File: config.mk
export PLATFORM = sky130hd
export DESIGN_NAME = hcu_ctrl
export DESIGN_NICKNAME = d
export VERILOG_FILES = /design/src/rtl/hcu_pkg.sv /design/src/rtl/hcu_ctrl.sv
export SDC_FILE = /design/constraint.sdc
export NUM_CORES = 1
export LEC_CHECK = 0
export BUFFER_PORTS_ARGS = -buffer_cell sky130_fd_sc_hd__buf_2
export CAP_MARGIN = 20
export CORE_MARGIN = 5
export CORE_UTILIZATION = 49
export CTS_CLUSTER_DIAMETER = 50
export DETAILED_ROUTE_END_ITERATION = 8
export GPL_TIMING_DRIVEN = 0
export HOLD_SLACK_MARGIN = 0.08
export PLACE_DENSITY_LB_ADDON = 0.3
export SLEW_MARGIN = 0
export SYNTH_ARGS = -nofsm -noshare
export SYNTH_HDL_FRONTEND = slang
export SYNTH_SLANG_ARGS = --single-unit
File: constraint.sdc
create_clock -name clock -period 1.95 [get_ports clock]
set_clock_uncertainty 0.15 [all_clocks]
set_input_delay 0.39 -clock clock [delete_from_list [all_inputs] [get_ports clock]]
set_output_delay 0.39 -clock clock [all_outputs]
set_load 0.05 [all_outputs]
File: src/rtl/hcu_pkg.sv
// Shared types and constants for the Huffman tree codec unit.
// Used by hcu_ctrl, hcu_datapath and huffman_tree_codec_unit; depends on nothing.
`default_nettype none
package hcu_pkg;

   localparam int COUNT_W  = 40;
   localparam int SYM_W    = 8;
   localparam int FREQ_W   = 32;
   localparam int CODE_W   = 64;
   localparam int CODE_IW  = 6;
   localparam int LEN_W    = 7;
   localparam int REQ_W    = 48;
   localparam int RSP_W    = 88;

   typedef enum logic [1:0] {
      OP_LOAD,
      OP_BUILD,
      OP_ENCODE,
      OP_DECODE
   } op_type;

   typedef enum logic [1:0] {
      KIND_BUILD,
      KIND_CODE,
      KIND_SYMBOL
   } kind_type;

   typedef enum logic [1:0] {
      ST_OK,
      ST_NO_TREE,
      ST_ABSENT
   } status_type;

   typedef enum logic [3:0] {
      S_IDLE,
      S_DISPATCH,
      S_QINIT,
      S_SCAN_A,
      S_SCAN_B,
      S_NODE,
      S_PARB,
      S_ECHK,
      S_EPAR,
      S_ECHILD,
      S_DCHK,
      S_DSEL,
      S_DPOST,
      S_DONE
   } state_type;

   typedef enum logic [4:0] {
      CMD_NONE,
      CMD_ACCEPT,
      CMD_LOAD,
      CMD_BINIT,
      CMD_QINIT,
      CMD_QEND,
      CMD_SCAN,
      CMD_TAKE_A,
      CMD_TAKE_B,
      CMD_NODE,
      CMD_PARB,
      CMD_ROOT,
      CMD_ESTART,
      CMD_EPAR,
      CMD_ECHILD,
      CMD_ESTEP,
      CMD_DSTART,
      CMD_DREAD,
      CMD_DSEL,
      CMD_DPARK,
      CMD_DLEAF,
      CMD_RESULT
   } cmd_code_type;

   typedef struct packed {
      cmd_code_type code;
      status_type   status;
   } cmd_type;

   typedef struct packed {
      op_type op;
      logic   tree_valid;
      logic   sym_absent;
      logic   qinit_done;
      logic   scan_done;
      logic   best_found;
      logic   next_full;
      logic   cur_is_root;
      logic   len_full;
      logic   par_bad;
      logic   cur_is_leaf;
      logic   out_free;
   } flags_type;

   function automatic kind_type op_to_kind(input op_type op);
      kind_type k;
      unique case (op)
         OP_BUILD:  k = KIND_BUILD;
         OP_ENCODE: k = KIND_CODE;
         default:   k = KIND_SYMBOL;
      endcase
      return k;
   endfunction

endpackage
`default_nettype wire

File: src/rtl/hcu_ctrl.sv
// Controller state machine of the Huffman tree codec unit.
// Depends on hcu_pkg; drives commands into hcu_datapath and reads its flags.
`default_nettype none
module hcu_ctrl (
   input  wire logic                clock,
   input  wire logic                reset,
   input  wire logic                req_tvalid,
   output logic                     req_tready,
   input  wire hcu_pkg::flags_type  flags,
   output hcu_pkg::cmd_type         cmd
);
   import hcu_pkg::*;

   state_type  state_ff, state_in;
   status_type status_ff, status_in;

   always_ff @(posedge clock) begin
      if (reset) begin
         state_ff  <= S_IDLE;
         status_ff <= ST_OK;
      end else begin
         state_ff  <= state_in;
         status_ff <= status_in;
      end
   end

   assign req_tready = (state_ff == S_IDLE);

   always_comb begin
      state_in   = state_ff;
      status_in  = status_ff;
      cmd.code   = CMD_NONE;
      cmd.status = status_ff;
      unique case (state_ff)
         S_IDLE: begin
            if (req_tvalid) begin
               cmd.code = CMD_ACCEPT;
               state_in = S_DISPATCH;
            end
         end
         S_DISPATCH: begin
            unique case (flags.op)
               OP_LOAD: begin
                  cmd.code = CMD_LOAD;
                  state_in = S_IDLE;
               end
               OP_BUILD: begin
                  cmd.code = CMD_BINIT;
                  state_in = S_QINIT;
               end
               OP_ENCODE: begin
                  priority if (!flags.tree_valid) begin
                     status_in = ST_NO_TREE;
                     state_in  = S_DONE;
                  end else if (flags.sym_absent) begin
                     status_in = ST_ABSENT;
                     state_in  = S_DONE;
                  end else begin
                     cmd.code = CMD_ESTART;
                     state_in = S_ECHK;
                  end
               end
               default: begin
                  if (!flags.tree_valid) begin
                     status_in = ST_NO_TREE;
                     state_in  = S_DONE;
                  end else begin
                     cmd.code = CMD_DSTART;
                     state_in = S_DCHK;
                  end
               end
            endcase
         end
         S_QINIT: begin
            if (flags.qinit_done) begin
               cmd.code = CMD_QEND;
               state_in = S_SCAN_A;
            end else begin
               cmd.code = CMD_QINIT;
            end
         end
         S_SCAN_A: begin
            priority if (!flags.scan_done) begin
               cmd.code = CMD_SCAN;
            end else if (flags.best_found) begin
               cmd.code = CMD_TAKE_A;
               state_in = S_SCAN_B;
            end else begin
               status_in = ST_NO_TREE;
               state_in  = S_DONE;
            end
         end
         S_SCAN_B: begin
            priority if (!flags.scan_done) begin
               cmd.code = CMD_SCAN;
            end else if (flags.best_found && !flags.next_full) begin
               cmd.code = CMD_TAKE_B;
               state_in = S_NODE;
            end else begin
               cmd.code  = CMD_ROOT;
               status_in = ST_OK;
               state_in  = S_DONE;
            end
         end
         S_NODE: begin
            cmd.code = CMD_NODE;
            state_in = S_PARB;
         end
         S_PARB: begin
            cmd.code = CMD_PARB;
            state_in = S_SCAN_A;
         end
         S_ECHK: begin
            priority if (flags.cur_is_root) begin
               status_in = ST_OK;
               state_in  = S_DONE;
            end else if (flags.len_full) begin
               status_in = ST_ABSENT;
               state_in  = S_DONE;
            end else begin
               cmd.code = CMD_EPAR;
               state_in = S_EPAR;
            end
         end
         S_EPAR: begin
            if (flags.par_bad) begin
               status_in = ST_ABSENT;
               state_in  = S_DONE;
            end else begin
               cmd.code = CMD_ECHILD;
               state_in = S_ECHILD;
            end
         end
         S_ECHILD: begin
            cmd.code = CMD_ESTEP;
            state_in = S_ECHK;
         end
         S_DCHK: begin
            if (flags.cur_is_leaf) begin
               cmd.code  = CMD_DLEAF;
               status_in = ST_OK;
               state_in  = S_DONE;
            end else begin
               cmd.code = CMD_DREAD;
               state_in = S_DSEL;
            end
         end
         S_DSEL: begin
            cmd.code = CMD_DSEL;
            state_in = S_DPOST;
         end
         S_DPOST: begin
            if (flags.cur_is_leaf) begin
               cmd.code  = CMD_DLEAF;
               status_in = ST_OK;
               state_in  = S_DONE;
            end else begin
               cmd.code = CMD_DPARK;
               state_in = S_IDLE;
            end
         end
         S_DONE: begin
            if (flags.out_free) begin
               cmd.code = CMD_RESULT;
               state_in = S_IDLE;
            end
         end
         default: begin
            state_in = S_IDLE;
         end
      endcase
   end

endmodule
`default_nettype wire

# Word level (Yosys, flattened, before mapping)
# Index checks and enable logic that the tools add are counted.
totals:
  reg_bits: 6
  input_bits: 16
  out_inout_bits: 8
classes:
  n_eq_ne: 28
  mux: 47
  reduce_logical: 9
ops:
  columns: ["cell", "n"]
  rows:
  - ["$pmux W5 S14", 1]
  - ["$mux W4", 16]
  - ["$pmux W4 S14", 1]
  - ["$mux W3", 9]
  - ["$eq A4 B4 Y1 const B", 6]
  - ["$mux W2", 12]
  - ["$ne A2 B2 Y1 const B", 9]
  - ["$eq A4 B3 Y1 const B", 4]
  - ["$pmux W5 S3", 1]
  - ["$pmux W2 S6", 1]
  - ["$pmux W4 S3", 1]
  - ["$reduce_and A11 Y1", 1]
  - ["$mux W5", 2]
  - ["$ne A3 B3 Y1 const B", 3]
  - ["$eq A4 B2 Y1 const B", 2]
  - ["$reduce_bool A6 Y1", 1]
  - ["$reduce_and A5 Y1", 1]
  - ["$eq A4 B1 Y1 const B", 1]
  - ["$logic_not A4 Y1", 1]
  - ["$pmux W2 S2", 1]
  - ["$reduce_or A2 Y1", 2]
  - ["$eq A2 B1 Y1 const B", 1]
  - ["$eq A2 B2 Y1 const B", 1]
  - ["$logic_not A2 Y1", 1]
  - ["4 further kinds", 5]

# Logic depth before layout (Yosys ltp)
# Gate-level depths: netlist of run 1.
depth:
  ltp_word: 5
  mapped_depth: 8
  depth_no_buf: 5

# Worst setup path after synthesis of run 1
# OpenSTA, ideal clock, no wires.
synth_timing:
  path_type: "reg2out"
  start: "register state_ff[0]"
  end: "output req_tready"
  arrival_ns: 2.465
  required_ns: 1.410
  setup_slack_ns: -1.055
  stages_incl_launch_ff: 6
  n_path_buf: 4
  path_cell_list: "dfxtp_1 > buf_2 > buf_4 > buf_4 > buf_2 > nor4_1"
synth_between:
  elab_chain_len: 1
synth_lines:
  columns: ["item", "line_no", "text"]
  rows:
  - ["start, declared", "hcu_ctrl.sv:14", "state_type state_ff, state_in;"]
  - ["start signal, assigned", "hcu_ctrl.sv:22", "state_ff <= state_in;"]
  - ["$logic_not A4 Y1", "hcu_ctrl.sv:27", "assign req_tready = (state_ff == S_IDLE);"]
  - ["end, declared", "hcu_ctrl.sv:8", "output logic req_tready,"]
# Every way passes these cells.

==> results.md, run 1 <==
* Fillers at ~130
* Core area at approximately 2200 sq um
* Slew HR at between 70% and 80%
* CP bufs+invs at 2
* Post-Syn Area at 1100 sq um
* DR iter-0 viols at 123
* Failing checks: design-rule violations, negative setup slack
* WS Path Type: reg -> out
* HP Class: in -> reg
* Startpoint types: flop
* Area delta synth->final at 60.3%
* Crit path DAT at approximately 1800 ps
* Most common cell on crit path: buf_8
* Post-synth top area cell: dfxtp_1
* Crit share post-route at 121%
* Die Y at 57.4 microns
* CP Capture Type: output port
* Syn Inst Count at approximately 160
* Sw frac at ~53%
* Ant diodes at 0
* Final antenna-violating net count at 0
* Avg Inst Size Synth at 6.92 sq um
* CTS max path bufs at 2
* Ports at 24
* PwrDens at between 2000 and 2500 nW/um^2
* Share of cells above drive strength 1 at 48.3%
* Top cells by area, synth: dfxtp_1 11%, a21oi_1 6.4%, o21ai_0 5.5%, nand2_1 4.4%, nor2_1 3.8%
* Main synth FF type: dfxtp_1
* Final setup viols at 12
* Post-synth ARST share at 0%
* Clk sinks at 6
* RSZ-0062 raised after global routing: yes
* Via count at 1648
* Max Cap Viol at 0
* Die area at between 3000 and 4000 sq um
* Initial Utilization at between 50% and 60%
* Rows at 17
* Comb power frac at between 90% and 100%
* Cell area after layout at between 1500 and 2000 sq um
* Footprint of the multi-input gates at about 1000 sq um
* Seq/Total Area, Yosys at between 10% and 20%
* Total Routing Usage GR at between 20% and 30%
* Synthesized Nets at between 150 and 200
* Worst slack, placed at -414 ps
* Clk Latency, worst-skew pair at between 200 and 300 ps
* Setup TNS at -1830 ps
* Antenna violations before repair at 0
* Crit-path cells: buf_8 > and4b_1 > a22oi_2 > o211ai_1 > or3_4 > buf_8
* Sequential power share at under 10%
* Nets@finish at about 230
* Post-layout minimum cycle time at roughly 2400 ps
* GRT Residual Overflow at 0
* Worst setup margin at -409 ps
* Post-synth top cells: 14 x a21oi_1, 13 x nand2_1, 12 x o21ai_0
* Vias in the first global route at about 1400
* PortBufs at 23
* Fmax at about 420 MHz
* Cell family with most CP delay: simple AND/OR/NAND/NOR gates
* Post-synth EDFFs at 0
* Max-slew violations at 0
* Post-synth top area share at a little over a tenth
* Residual DRC at 2
* Yosys warns at 0
* Clk root buf: clkbuf_4
* Worst-path clk slew at ~50 ps
* Inserted Clock Buffers at 3
* Post-synth cell types at slightly below 60
* RePlAce Congestion at around 1.1
* Count leader, synth: a21oi_1
* Leak at between 0.7 and 0.8 nW
* Post-CTS Hold Fix Bufs at 0
* Post-DR wirelength/cell at 20.8 microns
* Die width at roughly 57 microns
* Outcome: finished with violations
* CP max stage cell: or3_4
* Drt first pass iters at 8
* Internal power at roughly 1.8 mW
* Max stage delay on crit path at between 300 and 400 ps
* Worst-Margin Slew at 429 ps
* H-tree depth at 1
* Clk pwr share at ~3.3%
* DPL Wire Length at between 2000 and 3000 microns
* Peak VDD IR at 2150 uV
* FF/Latch Area at 133 sq um
* Final hold vios at 0
* Via density at approximately 7.0
* WL final at 4940 microns
* CP max FO at 8
* Dpl cell area at roughly 1300 sq um
* TritonCTS clock tree: yes
* Final core utilization at just over 80%
* First-pass GRT wire length at 6820 microns
* CP required at between 1000 and 1500 ps
* FF+latch count, synth at 6
* Sw Pwr at just over 2 mW
* Largest net degree at the start of global routing at 11
sequential cells by signal, indices dropped and copies added (netlist names):
| signal | flops |
|---|---|
| status_ff | 2 |
| state_ff | 4 |
kinds of logic after synthesis:
family	count (synthesis)	synth area share, %
and+or+nand+nor	69	36.4
buffers and inverters	20	9.54
xor gates and xnor gates	1	0.796
AOI/OAI and AO/OA	60	39.5
DFF	6	10.9
muxes	3	2.84
timing repair:
action | 4_1_cts | 5_1_grt
gates cloned | 1 | 1
pin swaps | 6 | 18
gates resized for setup | 34 | 38
endpoints found under the setup margin | 8 | 6
buffers inserted | 8 | 13
hold endpoints to repair | 0 | 0
stage by stage:
| stage | hold slack (ps) | power [mW] | std cells |
|---|---|---|---|
| 2_1_floorplan | 299 | 2.16 | 159 |
| 3_3_place_gp | 328 | 2.62 | 210 |
| 3_5_place_dp | 336 | 2.64 | 210 |
| 4_1_cts | 226 | 3.19 | 223 |
| 5_1_grt | 246 | 4.00 | 237 |
| 6_report | 233 | 3.85 | 237 |
routing by layer:
metal	share of wire, %	global-route usage, %	vias up
met5	0	0	-
met4	3.8	8.61	0
met1	37	33.7	750
met3	13	5.43	26
met2	47	42.3	150
li1	-	-	722
final timing paths:
path                      from      endpoint  slack, ps  depth (start not counted)
setup reg to reg   state_ff[0]   state_ff[3]        -40                          8
hold reg to reg   status_ff[1]  status_ff[1]        340                          2
hold / removal           reset   state_ff[3]        230                          2
setup / recovery   state_ff[2]        cmd[2]       -410                          6
power by group through the flow:
stage               sequential, mW  combinational (mW)  clock (mW)
floorplan                    0.265                1.90           0
global placement             0.246                2.37           0
detailed placement           0.245                2.40           0
CTS                          0.252                2.81       0.131
global route                 0.262                3.60       0.137
finish                       0.254                3.47       0.128
layout make-up:
type	instances	share of cell area (%)
multi-input cells	133	57.6
inverters	7	2.20
flip-flops and latches	6	7.51
repair buffers	46	20.1
clock buffers	4	1.49
well taps	28	1.98
plain buffers	13	9.07
layout by cell type (no fill, tap or decap), types with 3 or more instances in the layout:
| cell | n |
|---|---|
| buf_6 | 10 |
| nor3_1 | 4 |
| a21oi_1 | 12 |
| clkbuf_4 | 5 |
| a221o_1 | 3 |
| nand2_1 | 11 |
| nor3_2 | 4 |
| o21ai_0 | 8 |
| nor2b_1 | 4 |
| buf_8 | 7 |
| a31oi_1 | 4 |
| buf_2 | 19 |
| dfxtp_4 | 3 |
| nor2_1 | 9 |
| and3b_1 | 3 |
| inv_1 | 3 |
| o21ai_1 | 3 |
| buf_4 | 19 |
| nand2b_1 | 5 |
worst reg2reg max path: cells and delay by family (launching register included):
kind	cells	cell delay, ps
AND/OR/NAND/NOR	1	540
buffers and inverters	3	390
AO/OA/AOI/OAI	4	490
flip-flops	1	320
No activity file was read; power rests on OpenSTA's default activity.
==> run 2: changes to the inputs <==
--- a/config.mk
+++ b/config.mk
@@ -5,12 +5,12 @@
 export SDC_FILE = /design/constraint.sdc
 export NUM_CORES = 1
 export LEC_CHECK = 0
-export BUFFER_PORTS_ARGS = -buffer_cell sky130_fd_sc_hd__buf_2
 export CAP_MARGIN = 20
 export CORE_MARGIN = 5
-export CORE_UTILIZATION = 49
+export CORE_UTILIZATION = 55
 export CTS_CLUSTER_DIAMETER = 50
 export DETAILED_ROUTE_END_ITERATION = 8
+export DONT_BUFFER_PORTS = 1
 export GPL_TIMING_DRIVEN = 0
 export HOLD_SLACK_MARGIN = 0.08
 export PLACE_DENSITY_LB_ADDON = 0.3
==> run 2 against run 1 <==
Against the previous run:
- routed wire length is 11% lower
- die area is 9.1% lower
- global-route usage is 4.9 points higher
- critical path type unchanged
- worst setup slack worse by 73 ps
- the flow finishes with violations (negative setup slack)
- highest routed layer unchanged
- non-clock buffer count is 31 lower
- critical path depth stayed put
- utilization is 3.5 points lower
- critical endpoint unchanged
- first-iteration DRC count is 47% higher
- worst hold slack worse by 19 ps
- power is 13% lower
==> results.md, run 2 (synthesis results as in run 1) <==
* Outcome: finished with violations
* Failing checks: negative setup slack
* Core area at around 1900 sq um
* Peak VDD IR at roughly 1500 uV
* Final setup viols at 8
* Via density at around 7.5
* First-pass GRT wire length at roughly 6700 microns
* Hold Crit Depth at 3
* Sw frac at 55.9%
* Post-DR wirelength/cell at roughly 21 microns
* CP required at approximately 1400 ps
* Die Y at approximately 55 microns
* Worst-path clk slew at approximately 50 ps
* Clk pwr share at roughly 4.0%
* Dpl cell area at around 1200 sq um
* Via count at about 1500
* Startpoint types: flop
* Commonest cells after routing, fill and taps aside: 14 x a21oi_1, 12 x buf_4, 11 x nor2_1, 11 x nand2_1, 8 x o21ai_0
* Nets@finish at between 150 and 200
* Biggest registers after layout: state_ff x4, status_ff x2
* Crit path DAT at 1890 ps
* Hold endpoint: state_ff[3]
* Die area at 3000 sq um
* Ports at 24
* Reg2reg end: status_ff[1]
* Initial Utilization at between 50 and 60%
* Share of cells above drive strength 1 at 32.6%
* Area delta synth->final at 37.4%
* Clk root buf: clkbuf_4
* Drt first pass iters at 5
* R2r setup slk at -20 ps
* RSZ-0062 raised after global routing: yes
* Rows at 16
* GRT Residual Overflow at 0
* Clk Latency, worst-skew pair at 260 ps
* Biggest register: state_ff
* Internal power at about 1.5 mW
* H-tree depth at 1
* Worst r2r src: state_ff[1]
* Antenna violations before repair at 0
* Max Cap Viol at 0
* Fmax at around 410 MHz
* PwrDens at about 2200 nW/um^2
* Max-slew violations at 0
* Hold wc startpoint: flags[0]
* Largest net degree at the start of global routing at 11
* Most common cell after layout, fill and taps aside: a21oi_1
* TritonCTS clock tree: yes
* WS Path Type: reg -> out
* Die width at between 50 and 60 microns
* Cell area after layout at between 1500 and 2000 sq um
* Ant diodes at 0
* Total Routing Usage GR at approximately 31%
* DPL Wire Length at about 2800 microns
* PortBufs at 0
* CP max FO at 6
* DR iter-0 viols at ~180
* Residual DRC at 0
* Final hold vios at 0
* Sequential power share at ~9%
* Worst setup margin at -482 ps
* Slew HR at approximately 50%
* Final Power at between 3 and 4 mW
* WL final at around 4400 microns
* Vias in the first global route at about 1400
* Worst slack, placed at -327 ps
* Inserted Clock Buffers at 3
* CTS max path bufs at 2
* Post-layout minimum cycle time at between 2000 and 2500 ps
* Crit share post-route at 125%
* Leak at about 0.58 nW
* Worst hold margin at roughly 210 ps
* RePlAce Congestion at 1.03
* Worst-Margin Slew at approximately 740 ps
* Final antenna-violating net count at 0
* Comb power frac at between 80% and 90%
* Largest register FFs at 4
* HP Class: in -> reg
* Sw Pwr at roughly 1.9 mW
* Clk sinks at 6
* Reg2reg path depth at 7
* CP Capture Type: output port
run 2: layout make-up:
| class | instances | area (sq um) |
|---|---|---|
| Inverter | 7 | 36.3 |
| Timing Repair Buffer | 15 | 138 |
| Multi-Input combinational cell | 133 | 981 |
| Tap cell | 27 | 33.8 |
| Fill cell | 124 | 429 |
| Clock buffer | 4 | 26.3 |
| Sequential cell | 6 | 131 |
| Buffer | 13 | 166 |
run 2: critical path, stage by stage, from the launching register on:
cell	delay, ps
dfxtp_4	360
buf_6	140
buf_12	120
nor4b_4	380
nand2_1	110
o211ai_1	250
or3_4	270
run 2: what timing repair did:
action                                  4_1_cts  5_1_grt
endpoints found under the hold margin         6        0
endpoints found under the setup margin        8        6
hold buffers                                  1        0
buffers inserted                              7        7
pin swaps                                     8        9
gates resized for setup                      27       17
gates cloned                                  1        0
run 2: how the worst max path moves through the flow:
stage	from	to	slack, ps	cells past startpoint
6_report	state_ff[1]	cmd[2]	-480	6
5_1_grt	state_ff[1]	cmd[2]	-530	6
4_1_cts	state_ff[3]	cmd[2]	-410	5
3_5_place_dp	state_ff[1]	cmd[2]	-330	4
3_3_place_gp	state_ff[1]	cmd[2]	-320	4
2_1_floorplan	state_ff[3]	cmd[2]	-40	5
run 2: power groups by stage:
stage / clock network [mW] / logic (mW) / registers [mW]
4_1_cts: 0.136 / 2.57 / 0.288
2_1_floorplan: 0 / 1.90 / 0.265
3_3_place_gp: 0 / 2.23 / 0.285
6_report: 0.135 / 2.91 / 0.301
5_1_grt: 0.146 / 3.05 / 0.306
3_5_place_dp: 0 / 2.24 / 0.288
run 2: stage by stage:
stage | cells | utilization [%] | TNS [ps]
CTS | 199 | 71.6 | -1960
detailed placement | 186 | 62.0 | -1550
finish | 205 | 77.9 | -2100
floorplan | 159 | - | -51.1
global placement | 186 | 62.0 | -1540
global route | 205 | 77.9 | -2540
run 2: metal layers:
metal | wire length, microns | track usage (%)
met5 | 0 | 0
met4 | 180 | 12.0
met3 | 694 | 9.26
met2 | 1950 | 45.9
met1 | 1550 | 41.0
==> run 3: changes to the inputs <==
--- a/config.mk
+++ b/config.mk
@@ -6,6 +6,7 @@
 export NUM_CORES = 1
 export LEC_CHECK = 0
 export CAP_MARGIN = 20
+export CORE_ASPECT_RATIO = 0.75
 export CORE_MARGIN = 5
 export CORE_UTILIZATION = 55
 export CTS_CLUSTER_DIAMETER = 50
==> run 3 against run 2 <==
Against the previous run:
- die area up 0.32%
- sequential share of layout area shrank 1.0 points
- the run still ends with negative setup slack left
- clock power grew 4%
- routed wire length grew 33%
- largest power group unchanged
- register-to-register slack worse by 80 ps
- count of clock-buffer cells in the layout is the same
- largest cell class unchanged
==> results.md, run 3 (synthesis results as in run 1) <==
* WS Path Type: reg -> out
* Biggest register: state_ff
* H-tree depth at 1
* Leak at 0.675 nW
* Most common cell after layout, fill and taps aside: buf_4
* Stages on worst setup path at 6
* CP Capture Type: output port
* DPL Wire Length at approximately 2800 microns
* Total Routing Usage GR at 33.1%
* Cell area after layout at roughly 1700 sq um
* Reg2reg end: state_ff[1]
* R2r setup slk at -100 ps
* Worst setup path end: cmd[2]
* Reg2reg path depth at 8
* Post-layout minimum cycle time at ~2500 ps
* Largest register FFs at 4
* CP required at about 1400 ps
* Dpl cell area at 1200 sq um
* GRT Residual Overflow at 0
* HP Class: in -> reg
* Via count at 1788
* Die Y at 48.8 microns
* Slew HR at 51.6%
* Inserted Clock Buffers at 3
* Nets@finish at between 200 and 250
* Clk Latency, worst-skew pair at around 270 ps
* Peak VDD IR at 1980 uV
* Post-DR wirelength/cell at between 20 and 30 microns
* RSZ-0062 raised after global routing: yes
* Share of cells above drive strength 1 at between 40% and 50%
* Drt first pass iters at 5
* First-pass GRT wire length at between 7000 and 8000 microns
* Worst-Margin Slew at 720 ps
* DR iter-0 viols at approximately 360
* Outcome: finished with violations
* Startpoint types: flop
* Die width at just over 60 microns
* Worst-path clk slew at approximately 70 ps
* CP max stage cell: or3_4
* Area delta synth->final at 57.5%
* WL final at ~5800 microns
* Ports at 24
* PwrDens at ~2300 nW/um^2
* Worst setup margin at -560 ps
* Rows at 14
* Failing checks: negative setup slack
* Fmax at approximately 400 MHz
* Residual DRC at 0
* TritonCTS clock tree: yes
* Worst r2r src: state_ff[3]
* RePlAce Congestion at 1.09
* Cell family with most CP delay: simple AND/OR/NAND/NOR gates
* Crit-path cells: buf_6 > buf_8 > nor2_2 > a32oi_1 > o211ai_1 > or3_4
* Core area at just under 2000 sq um
* Final antenna-violating net count at 0
* Vias in the first global route at around 1500
* Crit share post-route at 129%
* CP bufs+invs at 2
* Max stage delay on crit path at about 520 ps
* Ant diodes at 0
* Crit path DAT at 1970 ps
* Clk sinks at 6
* PortBufs at 0
* Max Cap Viol at 0
* CP max FO at 6
* Clk root buf: clkbuf_4
* Largest net degree at the start of global routing at 11
* Die area at 3010 sq um
* Initial Utilization at a little under three fifths
* Via density at about 8.2
* CTS max path bufs at 2
* Commonest cells after routing, fill and taps aside: 25 x buf_4, 12 x nand2_1, 11 x a21oi_1
* Final setup viols at 12
* Final hold vios at 0
* Biggest registers after layout: state_ff x4, status_ff x2
* Max-slew violations at 0
* Crit path launch: state_ff[0]
* Final core utilization at about nine tenths
* Antenna violations before repair at 0
run 3: cell count changes in the layout (fill, tap and decap cells not counted), sizes merged:
cell,before,now
buf,26,44
clkbuf,5,4
run 3: report_power, final:
part           total (mW)  internal [mW]  switching [mW]  leakage (nW)
sequential          0.325          0.199           0.127        0.0516
combinational        3.58           1.53            2.05         0.609
clock               0.141         0.0784          0.0628        0.0150
total                4.05           1.81            2.24         0.675
run 3: through the flow:
step | cells | setup TNS, ps | setup slack, ps | power, mW | hold slack, ps
4_1_cts | 207 | -1670 | -402 | 3.35 | 201
2_1_floorplan | 159 | -51.1 | -38.8 | 2.16 | 299
5_1_grt | 219 | -3560 | -547 | 4.15 | 220
3_3_place_gp | 183 | -1320 | -313 | 2.50 | 303
6_report | 219 | -3050 | -560 | 4.05 | 215
3_5_place_dp | 183 | -1630 | -340 | 2.52 | 303
run 3: how the worst min path moves through the flow:
| stage | end | cells after the start | from | slack, ps |
|---|---|---|---|---|
| floorplan | state_ff[3] | 1 | reset | 300 |
| global placement | state_ff[3] | 1 | reset | 300 |
| detailed placement | state_ff[3] | 1 | reset | 300 |
| CTS | state_ff[3] | 3 | flags[0] | 200 |
| global route | state_ff[3] | 3 | flags[0] | 220 |
| finish | state_ff[3] | 3 | flags[0] | 220 |
run 3: worst reg2reg max path: cells and delay by family (launching register included):
| kind | cells | cell delay, ps |
|---|---|---|
| AOI/OAI and AO/OA | 3 | 390 |
| DFF | 1 | 360 |
| buffers and inverters | 3 | 420 |
| and+or+nand+nor | 2 | 580 |
run 3: what timing repair did:
action | 4_1_cts | 5_1_grt
pin swaps | 13 | 15
cloned | 3 | 0
setup buffers | 16 | 12
setup endpoints to repair | 8 | 12
resized for setup | 45 | 24
hold buffers | 1 | 0
hold endpoints to repair | 6 | 0
run 3: routing by layer:
metal,vias to the layer above,part of all wire (%),global-route usage (%),wire length (microns)
li1,685,-,-,-
met1,812,37,44.2,2160
met2,230,40,45.1,2330
met3,61,17,13.0,980
met4,0,6.2,16.3,361
met5,-,0,0,0
run 3: layout make-up:
cell class | count | area (sq um)
plain buffers | 13 | 159
clock buffers | 4 | 26.3
fillers | 98 | 228
inverters | 7 | 36.3
multi-input cells | 133 | 1050
flip-flops and latches | 6 | 133
well taps | 24 | 30.0
repair buffers | 32 | 299
